**config.mk**
```make
export PLATFORM = sky130hd
export DESIGN_NAME = max_counter_task_scheduler
export DESIGN_NICKNAME = d
export VERILOG_FILES = /design/src/design/mcts_pkg.sv /design/src/design/mcts_pick_cmp.sv /design/src/design/max_counter_task_scheduler.sv
export VERILOG_INCLUDE_DIRS = /design/src /design/src/design
export SDC_FILE = /design/constraint.sdc
export NUM_CORES = 1
export LEC_CHECK = 0
export ABC_AREA = 0
export BUFFER_PORTS_ARGS = -buffer_cell sky130_fd_sc_hd__buf_2
export CAP_MARGIN = 5
export CORE_UTILIZATION = 41
export DETAILED_ROUTE_END_ITERATION = 12
export PLACE_DENSITY = 0.54
export SLEW_MARGIN = 20
export SYNTH_ARGS = -nofsm -noshare
export SYNTH_HDL_FRONTEND = slang
export SYNTH_SLANG_ARGS = --single-unit
```
**constraint.sdc**
```tcl
create_clock -name clk_i -period 7.1 [get_ports clk_i]
set_input_delay 0.71 -clock clk_i [delete_from_list [all_inputs] [get_ports clk_i]]
set_output_delay 0.71 -clock clk_i [all_outputs]
set_load 0.005 [all_outputs]
```
**src/design/max_counter_task_scheduler_assert.svh**
```systemverilog
// ---------------------------------------------------------------------------
// max_counter_task_scheduler assertion macros
// concurrent assertion helpers sampled on clk_i, disabled while rst_ni is low
// ---------------------------------------------------------------------------
`ifndef MAX_COUNTER_TASK_SCHEDULER_ASSERT_SVH
`define MAX_COUNTER_TASK_SCHEDULER_ASSERT_SVH

// same-cycle implication
`define MCTS_ASSERT_SAME(label, ante, cons) \
  label: assert property (@(posedge clk_i) disable iff (!rst_ni) (ante) |-> (cons)) \
    else $error("scheduler assertion failed");

// next-cycle implication
`define MCTS_ASSERT_NEXT(label, ante, cons) \
  label: assert property (@(posedge clk_i) disable iff (!rst_ni) (ante) |=> (cons)) \
    else $error("scheduler assertion failed");

`endif

```
**src/design/mcts_pkg.sv**
```systemverilog
// ---------------------------------------------------------------------------
// mcts_pkg
// shared constants, operation codes and request/result types of the scheduler
// ---------------------------------------------------------------------------
`timescale 1ns / 1ps

package mcts_pkg;

  localparam int unsigned MAX_TASKS_DEF = 16;

  localparam int unsigned MODE_W    = 3;
  localparam int unsigned ID_W      = 4;
  localparam int unsigned PRIO_W    = 8;
  localparam int unsigned COUNTER_W = 9;
  localparam int unsigned TOTAL_W   = 5;
  localparam int unsigned DFLT_W    = 8;

  localparam logic [DFLT_W-1:0] DEFAULT_COUNTER_RST = 8'd10;

  // operation codes
  localparam logic [MODE_W-1:0] MODE_CREATE  = 3'd0;
  localparam logic [MODE_W-1:0] MODE_ENQUEUE = 3'd1;
  localparam logic [MODE_W-1:0] MODE_DEQUEUE = 3'd2;
  localparam logic [MODE_W-1:0] MODE_TICK    = 3'd3;
  localparam logic [MODE_W-1:0] MODE_PICK    = 3'd4;

  typedef struct packed {
    logic [MODE_W-1:0]    mode;
    logic [ID_W-1:0]      task_id;
    logic [PRIO_W-1:0]    task_priority_in;
    logic [COUNTER_W-1:0] start_counter;
  } mcts_req_t;

  typedef struct packed {
    logic [ID_W-1:0]      chosen_task;
    logic                 chosen_valid;
    logic                 counters_refilled;
    logic                 resched_needed;
    logic [COUNTER_W-1:0] counter_now;
    logic [TOTAL_W-1:0]   queued_total;
    logic                 misuse;
  } mcts_res_t;

endpackage

```
**src/design/mcts_pick_cmp.sv**
```systemverilog
// ---------------------------------------------------------------------------
// mcts_pick_cmp
// shared compare unit: decides whether a scanned slot beats the best so far
// ---------------------------------------------------------------------------
`timescale 1ns / 1ps

module mcts_pick_cmp #(
  parameter int unsigned AGE_W = 4
) (
  input  logic                           cand_queued_i,
  input  logic [mcts_pkg::COUNTER_W-1:0] cand_cnt_i,
  input  logic [AGE_W-1:0]               cand_age_i,
  input  logic                           have_best_i,
  input  logic [mcts_pkg::COUNTER_W-1:0] best_cnt_i,
  input  logic [AGE_W-1:0]               best_age_i,
  output logic                           take_o
);
  import mcts_pkg::*;

  // larger counter wins, a tie goes to the more recently enqueued slot
  assign take_o = cand_queued_i &&
                  (!have_best_i || (cand_cnt_i > best_cnt_i) ||
                   ((cand_cnt_i == best_cnt_i) && (cand_age_i < best_age_i)));

endmodule

```
**src/design/max_counter_task_scheduler.sv**
```systemverilog
// ---------------------------------------------------------------------------
// max_counter_task_scheduler
// task table with run queue, tick accounting and largest-counter pick
// ---------------------------------------------------------------------------
//  channel   | ports                       | handshake
//  ----------+-----------------------------+------------------------------
//  request   | start, busy, req_i          | taken when start && !busy
//  result    | result_strobe_o, result_o   | one-cycle strobe, no back-pressure
//  config    | cfg_we_i, cfg_wdata_i       | written when cfg_we_i is high
//
// create, tick and unknown codes: accept, execute, strobe in the next cycle.
// enqueue and dequeue: execute state, then a sweep over the ranks of all slots.
// pick: a scan of all slots through the shared compare unit, then a decide state;
//   a refill adds a sweep over all slots and a second scan.
// busy stays high from acceptance until the strobe; reset clears the whole table.
// the receiver cannot stall, each result is shown for one cycle only.
// ---------------------------------------------------------------------------
`timescale 1ns / 1ps

module max_counter_task_scheduler #(
  parameter int unsigned MAX_TASKS = mcts_pkg::MAX_TASKS_DEF
) (
  input  logic                        clk_i,
  input  logic                        rst_ni,
  input  logic                        start,
  output logic                        busy,
  input  mcts_pkg::mcts_req_t         req_i,
  output logic                        result_strobe_o,
  output mcts_pkg::mcts_res_t         result_o,
  input  logic                        cfg_we_i,
  input  logic [mcts_pkg::DFLT_W-1:0] cfg_wdata_i
);
  import mcts_pkg::*;

  localparam int unsigned IDX_W   = (MAX_TASKS > 1) ? $clog2(MAX_TASKS) : 1;
  localparam int unsigned AGE_W   = IDX_W;
  localparam int unsigned COUNT_W = $clog2(MAX_TASKS + 1);
  localparam logic [IDX_W-1:0] LAST_IDX = IDX_W'(MAX_TASKS - 1);

  typedef enum logic [2:0] {
    ST_IDLE,
    ST_EXEC,
    ST_ENQ,
    ST_DEQ,
    ST_SCAN,
    ST_DECIDE,
    ST_REFILL
  } state_e;

  state_e                 state_q;
  mcts_req_t              req_q;
  logic                   ok_q;
  logic [IDX_W-1:0]       tgt_q;
  logic [IDX_W-1:0]       idx_q;
  logic [AGE_W-1:0]       ref_age_q;
  logic                   found_q;
  logic                   refilled_q;
  logic [IDX_W-1:0]       best_idx_q;
  logic [COUNTER_W-1:0]   best_cnt_q;
  logic [AGE_W-1:0]       best_age_q;
  logic [COUNT_W-1:0]     count_q;
  logic [DFLT_W-1:0]      dflt_q;
  logic                   strobe_q;
  mcts_res_t              res_q;

  logic                   present_q [MAX_TASKS];
  logic [COUNTER_W-1:0]   cnt_q     [MAX_TASKS];
  logic [PRIO_W-1:0]      prio_q    [MAX_TASKS];
  logic                   flag_q    [MAX_TASKS];
  logic                   queued_q  [MAX_TASKS];
  logic [AGE_W-1:0]       age_q     [MAX_TASKS];

  // single read port at the sequencer index
  logic                   rd_present;
  logic [COUNTER_W-1:0]   rd_cnt;
  logic [PRIO_W-1:0]      rd_prio;
  logic                   rd_flag;
  logic                   rd_queued;
  logic [AGE_W-1:0]       rd_age;
  logic                   take;
  logic [COUNTER_W-1:0]   refill_val;
  logic [COUNTER_W-1:0]   tick_val;
  logic                   tick_zero;

  assign rd_present = present_q[idx_q];
  assign rd_cnt     = cnt_q[idx_q];
  assign rd_prio    = prio_q[idx_q];
  assign rd_flag    = flag_q[idx_q];
  assign rd_queued  = queued_q[idx_q];
  assign rd_age     = age_q[idx_q];

  assign refill_val = COUNTER_W'(dflt_q) + COUNTER_W'(rd_prio);
  assign tick_zero  = (rd_cnt <= COUNTER_W'(1));
  assign tick_val   = tick_zero ? '0 : (rd_cnt - COUNTER_W'(1));

  mcts_pick_cmp #(
    .AGE_W(AGE_W)
  ) u_cmp (
    .cand_queued_i(rd_queued),
    .cand_cnt_i   (rd_cnt),
    .cand_age_i   (rd_age),
    .have_best_i  (found_q),
    .best_cnt_i   (best_cnt_q),
    .best_age_i   (best_age_q),
    .take_o       (take)
  );

  assign busy            = (state_q != ST_IDLE);
  assign result_strobe_o = strobe_q;
  assign result_o        = res_q;

  always_ff @(posedge clk_i or negedge rst_ni) begin
    if (!rst_ni) begin
      state_q    <= ST_IDLE;
      req_q      <= '0;
      ok_q       <= 1'b0;
      tgt_q      <= '0;
      idx_q      <= '0;
      ref_age_q  <= '0;
      found_q    <= 1'b0;
      refilled_q <= 1'b0;
      best_idx_q <= '0;
      best_cnt_q <= '0;
      best_age_q <= '0;
      count_q    <= '0;
      dflt_q     <= DEFAULT_COUNTER_RST;
      strobe_q   <= 1'b0;
      res_q      <= '0;
      for (int i = 0; i < MAX_TASKS; i++) begin
        present_q[i] <= 1'b0;
        cnt_q[i]     <= '0;
        prio_q[i]    <= '0;
        flag_q[i]    <= 1'b0;
        queued_q[i]  <= 1'b0;
        age_q[i]     <= '0;
      end
    end else begin
      strobe_q <= 1'b0;
      if (cfg_we_i) begin
        dflt_q <= cfg_wdata_i;
      end

      case (state_q)
        ST_IDLE: begin
          if (start) begin
            req_q      <= req_i;
            ok_q       <= (int'(req_i.task_id) < MAX_TASKS);
            tgt_q      <= IDX_W'(req_i.task_id);
            idx_q      <= IDX_W'(req_i.task_id);
            found_q    <= 1'b0;
            refilled_q <= 1'b0;
            state_q    <= ST_EXEC;
          end
        end

        ST_EXEC: begin
          res_q              <= '0;
          res_q.queued_total <= TOTAL_W'(count_q);
          case (req_q.mode)
            MODE_CREATE: begin
              if (ok_q) begin
                present_q[tgt_q] <= 1'b1;
                prio_q[tgt_q]    <= req_q.task_priority_in;
                cnt_q[tgt_q]     <= req_q.start_counter;
                flag_q[tgt_q]    <= 1'b0;
              end
              strobe_q <= 1'b1;
              state_q  <= ST_IDLE;
            end
            MODE_ENQUEUE: begin
              if (!ok_q || rd_queued || !rd_present) begin
                res_q.misuse <= 1'b1;
                strobe_q     <= 1'b1;
                state_q      <= ST_IDLE;
              end else begin
                idx_q   <= '0;
                state_q <= ST_ENQ;
              end
            end
            MODE_DEQUEUE: begin
              if (!ok_q || !rd_queued) begin
                res_q.misuse <= 1'b1;
                strobe_q     <= 1'b1;
                state_q      <= ST_IDLE;
              end else begin
                ref_age_q <= rd_age;
                idx_q     <= '0;
                state_q   <= ST_DEQ;
              end
            end
            MODE_TICK: begin
              if (ok_q) begin
                cnt_q[tgt_q] <= tick_val;
                if (tick_zero) begin
                  flag_q[tgt_q] <= 1'b1;
                end
                res_q.resched_needed <= tick_zero || rd_flag;
                res_q.counter_now    <= tick_val;
              end
              strobe_q <= 1'b1;
              state_q  <= ST_IDLE;
            end
            MODE_PICK: begin
              idx_q   <= '0;
              state_q <= ST_SCAN;
            end
            default: begin
              strobe_q <= 1'b1;
              state_q  <= ST_IDLE;
            end
          endcase
        end

        ST_ENQ: begin
          if (rd_queued) begin
            age_q[idx_q] <= rd_age + AGE_W'(1);
          end
          if (idx_q == LAST_IDX) begin
            queued_q[tgt_q]    <= 1'b1;
            age_q[tgt_q]       <= '0;
            count_q            <= count_q + COUNT_W'(1);
            res_q              <= '0;
            res_q.queued_total <= TOTAL_W'(count_q + COUNT_W'(1));
            strobe_q           <= 1'b1;
            state_q            <= ST_IDLE;
          end else begin
            idx_q <= idx_q + IDX_W'(1);
          end
        end

        ST_DEQ: begin
          // close the gap left by the removed rank
          if (rd_queued && (rd_age > ref_age_q)) begin
            age_q[idx_q] <= rd_age - AGE_W'(1);
          end
          if (idx_q == LAST_IDX) begin
            queued_q[tgt_q]    <= 1'b0;
            age_q[tgt_q]       <= '0;
            count_q            <= count_q - COUNT_W'(1);
            res_q              <= '0;
            res_q.queued_total <= TOTAL_W'(count_q - COUNT_W'(1));
            strobe_q           <= 1'b1;
            state_q            <= ST_IDLE;
          end else begin
            idx_q <= idx_q + IDX_W'(1);
          end
        end

        ST_SCAN: begin
          if (take) begin
            found_q    <= 1'b1;
            best_idx_q <= idx_q;
            best_cnt_q <= rd_cnt;
            best_age_q <= rd_age;
          end
          if (idx_q == LAST_IDX) begin
            state_q <= ST_DECIDE;
          end else begin
            idx_q <= idx_q + IDX_W'(1);
          end
        end

        ST_DECIDE: begin
          if (found_q && (best_cnt_q == '0) && !refilled_q) begin
            refilled_q <= 1'b1;
            idx_q      <= '0;
            state_q    <= ST_REFILL;
          end else begin
            res_q                   <= '0;
            res_q.queued_total      <= TOTAL_W'(count_q);
            res_q.chosen_valid      <= found_q;
            res_q.counters_refilled <= refilled_q;
            if (found_q) begin
              res_q.chosen_task <= ID_W'(best_idx_q);
              res_q.counter_now <= best_cnt_q;
            end
            strobe_q <= 1'b1;
            state_q  <= ST_IDLE;
          end
        end

        ST_REFILL: begin
          if (rd_present) begin
            cnt_q[idx_q] <= refill_val;
          end
          if (idx_q == LAST_IDX) begin
            found_q <= 1'b0;
            idx_q   <= '0;
            state_q <= ST_SCAN;
          end else begin
            idx_q <= idx_q + IDX_W'(1);
          end
        end

        default: begin
          state_q <= ST_IDLE;
        end
      endcase
    end
  end

`include "max_counter_task_scheduler_assert.svh"

  `MCTS_ASSERT_NEXT(a_accept_busy, start && !busy, busy)
  `MCTS_ASSERT_SAME(a_strobe_after_work, result_strobe_o, $past(busy))
  `MCTS_ASSERT_SAME(a_misuse_no_choice, result_strobe_o && result_o.misuse,
                    !result_o.chosen_valid)
  `MCTS_ASSERT_SAME(a_refill_has_choice, result_strobe_o && result_o.counters_refilled,
                    result_o.chosen_valid)
  `MCTS_ASSERT_SAME(a_count_bound, 1'b1, int'(count_q) <= MAX_TASKS)

endmodule

```
==> impl_metrics.ini <==
[status]
status = finished clean

[detailed_routing]
wirelength_mm = 80.59
wire_per_inst_um = 26.06
drc = 0
dr.pass1.iters = 6
vias = 20050
first_iter_violations = 2211
via_per_inst = 6.482
ant_nets = 0

[global_routing]
grt_first_pass_wirelength_mm = 124.9
grt_max_degree = 161
overflow = 0
grt_pass1_vias = 19850
antenna_found_initial = 0
grtUsageTotal = 0.2589

[die]
die_h_um = 249.9
start_util = 0.4158
die_w_um = 249.9
io_pins = 60
die-area_um2 = 62440
core_um2 = 60580
placementRows = 90

[power_and_ir_drop]
clkPwrFrac = 0.253
comb_power_share = 0.382
leakagePower_nw = 12.05
p_sw_mw = 4.637
p_seq_frac = 0.365
p_per_area_nw_per_um2 = 413.2
p_int_mw = 6.925
power.share.switching = 0.4010
peakVddDrop_v = 0.0002507

[critical_path]
worstPathRequired_ns = 7.56
path_max_fanout = 41
setup.worst_path.class = flop to flop
reg2reg_depth = 13
end_kind = flop
cp_cell_sequence = mux4_1 > a22o_1 > a221oi_2 > inv_2 > ha_1 > nor2b_1 > o21a_1 > o21a_1 > o21ai_2 > buf_4 > nand2_1 > a21oi_1 > o31ai_1
cpMaxStageDelayCell = dfrtp_4
cp_num_cells = 13
path_buf_inv = 2
critPathLaunchType = flop
startpoint = idx_q[0]
arrival_ns = 5.92
cpPeakStageDelay_ns = 1.00
reg2reg_from = idx_q[0]
path_delay_family = compound AO/OA/AOI/OAI gates
crit_top_cell = o21a_1

[clocking]
cts_tree = yes
post-cts-setup-buffer-count = 0
holdBufCountCts = 0
path_clk_slew_ns = 0.06
cts.htree.levels = 2
root_buffer = clkbuf_16
cts_made_buffers = 54
cts_sinks = 475
cts_buffer_depth = 3
clk_latency_ns = 0.63
cts_resized = 0

[timing]
grt_setup_unrepaired = false
min_period_over_period = 0.7692
setup-violations-final = 0
slew_violations = 0
setup_tns_ns = 0
fin_skew_ns = 0.01966
slew_headroom = 0.2414
tightestPinTransition_ns = 1.126
fmax_mhz = 183.1
layout_min_cycle_time_ns = 5.461
finalHoldViolCount = 0

[synth]
synthArstFlopShare = 1.000
ys_warn_count = 0
ys_seq_elements = 475
synth_compound_area_frac = 0.1971
synth_top_family_by_area = compound AO/OA/AOI/OAI gates
syn_area_um2 = 25190
synth_xor_area_frac = 0.007301
seq_area_frac_synth = 0.4720
synth_area_per_cell_um2 = 11.03
synth_nets = 2354
synth_edf_count = 0
synth_cell_types = 73
synth_fa_ha_area_frac = 0.01768
syn_inst = 2283
ys.flop_type = dfrtp_1
muxShareOfSynthArea = 0.1807
yosys.area_share.simple = 0.08901

[place]
port_buffers = 59
dp_hpwl_mm = 54.34
dp_cells = 2995
gp_congestion = 0.9099

[final_layout]
final_nets = 2340
drive_gt1_frac = 0.2133
multi_input_area_um2 = 12440
final_cell_mix = dfrtp_1, o21ai_0, nand2_1
syn_to_final_growth_pct = 11.08
antenna_cells = 0
final_common_cell = dfrtp_1
register_area_um2 = 11900
nFillCells = 5577
layout.cells.non_filler = 3093

[flow_run]
cap_viol_max_count = 0

[worst_hold_path]
min_path_type = input port to asynchronous set/reset pin
[registers in the layout, summed over array words and instances, names as in the netlist, named ones only]
name	cells
age_q	64
best_age_q	4
best_cnt_q	9
best_idx_q	4
cnt_q	144
count_q	5
dflt_q	8
found_q	1
idx_q	4
ok_q	1
present_q	16
prio_q	128
ref_age_q	4
refilled_q	1
req_q	20
result_o	22
result_strobe_o	1
state_q	3
tgt_q	4
[stage by stage]
stage                     utilization  setup slack (ns)  hold WS [ns]  power, mW  instance area [um^2]
after global routing           0.4619             1.317        0.1894      12.15                 27980
after floorplan                     -             1.528        0.4144      7.092                 25190
after detailed placement       0.4309             1.645        0.4478      8.585                 26110
after CTS                      0.4617             1.629        0.1335      11.53                 27970
final                          0.4619             1.639        0.1158      11.56                 27980
after global placement         0.4309             1.794        0.4408      8.496                 26100
[cell usage after synthesis (all sizes together) (2+ instances only)]
library cell | instances | area (um^2)
nand4 | 6 | 37.54
a21o | 14 | 105.1
a32o | 3 | 30.03
o41ai | 2 | 17.52
mux2 | 173 | 1948
a31oi | 7 | 58.81
and3 | 34 | 212.7
nand2 | 216 | 813.3
mux2i | 9 | 90.09
nand3 | 34 | 175.2
dfrtp | 473 | 11840
a22o | 9 | 78.83
o22ai | 35 | 219.0
o221ai | 16 | 140.1
o31a | 7 | 61.31
and2 | 11 | 68.82
a221oi | 31 | 301.5
mux4 | 110 | 2515
a32oi | 34 | 297.8
xnor2 | 11 | 96.34
nor4b | 2 | 17.52
dfstp | 2 | 52.55
a21oi | 70 | 350.3
nor3 | 19 | 105.1
nor2b | 14 | 87.58
o31ai | 98 | 735.7
o21bai | 2 | 15.01
nand2b | 30 | 187.7
a222oi | 6 | 60.06
xor2 | 10 | 87.58
o21ai | 281 | 1406
nor2 | 114 | 427.9
or3 | 2 | 12.51
buf | 62 | 371.6
ha | 34 | 425.4
inv | 32 | 120.1
or2 | 5 | 31.28
a211oi | 4 | 35.03
nor4 | 4 | 25.02
o21a | 14 | 105.1
clkbuf | 111 | 416.7
a22oi | 118 | 885.9
[worst paths after layout]
| path | end | slack, ns |
|---|---|---|
| worst max register to register | age_q[6] | 1.64 |
| worst max-delay path | age_q[6] | 1.64 |
| min in group clk_i | req_q[3] | 0.31 |
| max in group asynchronous | cnt_q[103] | 5.53 |
| worst min register to register | present_q[11] | 0.46 |
| worst min-delay path | age_q[9] | 0.12 |
[cell type report]
cell class	count	area share
repair buffers	103	0.02406
flip-flops and latches	475	0.4251
well taps	782	0.03497
multi-input cells	1602	0.4447
inverters	33	0.004427
clock buffers	86	0.06086
clock inverters	12	0.005858
[logic make-up after synthesis]
kind of cell               Yosys count
AOI/OAI and AO/OA                  758
xor gates and xnor gates            21
muxes                              292
buffers and inverters              206
and+or+nand+nor                    496
adders and majority gates           35
DFF                                475
[power by group through the flow]
stage / Sequential, mW / Combinational (mW) / Clock, mW
after floorplan: 3.81 / 3.28 / 0
after CTS: 4.20 / 4.35 / 2.98
after global placement: 4.21 / 4.29 / 0
final: 4.22 / 4.41 / 2.93
after detailed placement: 4.24 / 4.34 / 0
after global routing: 4.32 / 4.75 / 3.08
[metal layers]
| layer | up-vias | global-route usage | wire length [um] |
|---|---|---|---|
| met4 | 0 | 0.08325 | 2317 |
| met5 | - | 0 | 0 |
| met3 | 179 | 0.04579 | 6540 |
| li1 | 8710 | - | - |
| met1 | 10240 | 0.3606 | 34630 |
| met2 | 922 | 0.4092 | 37100 |
No activity file was read; power rests on OpenSTA's default activity.
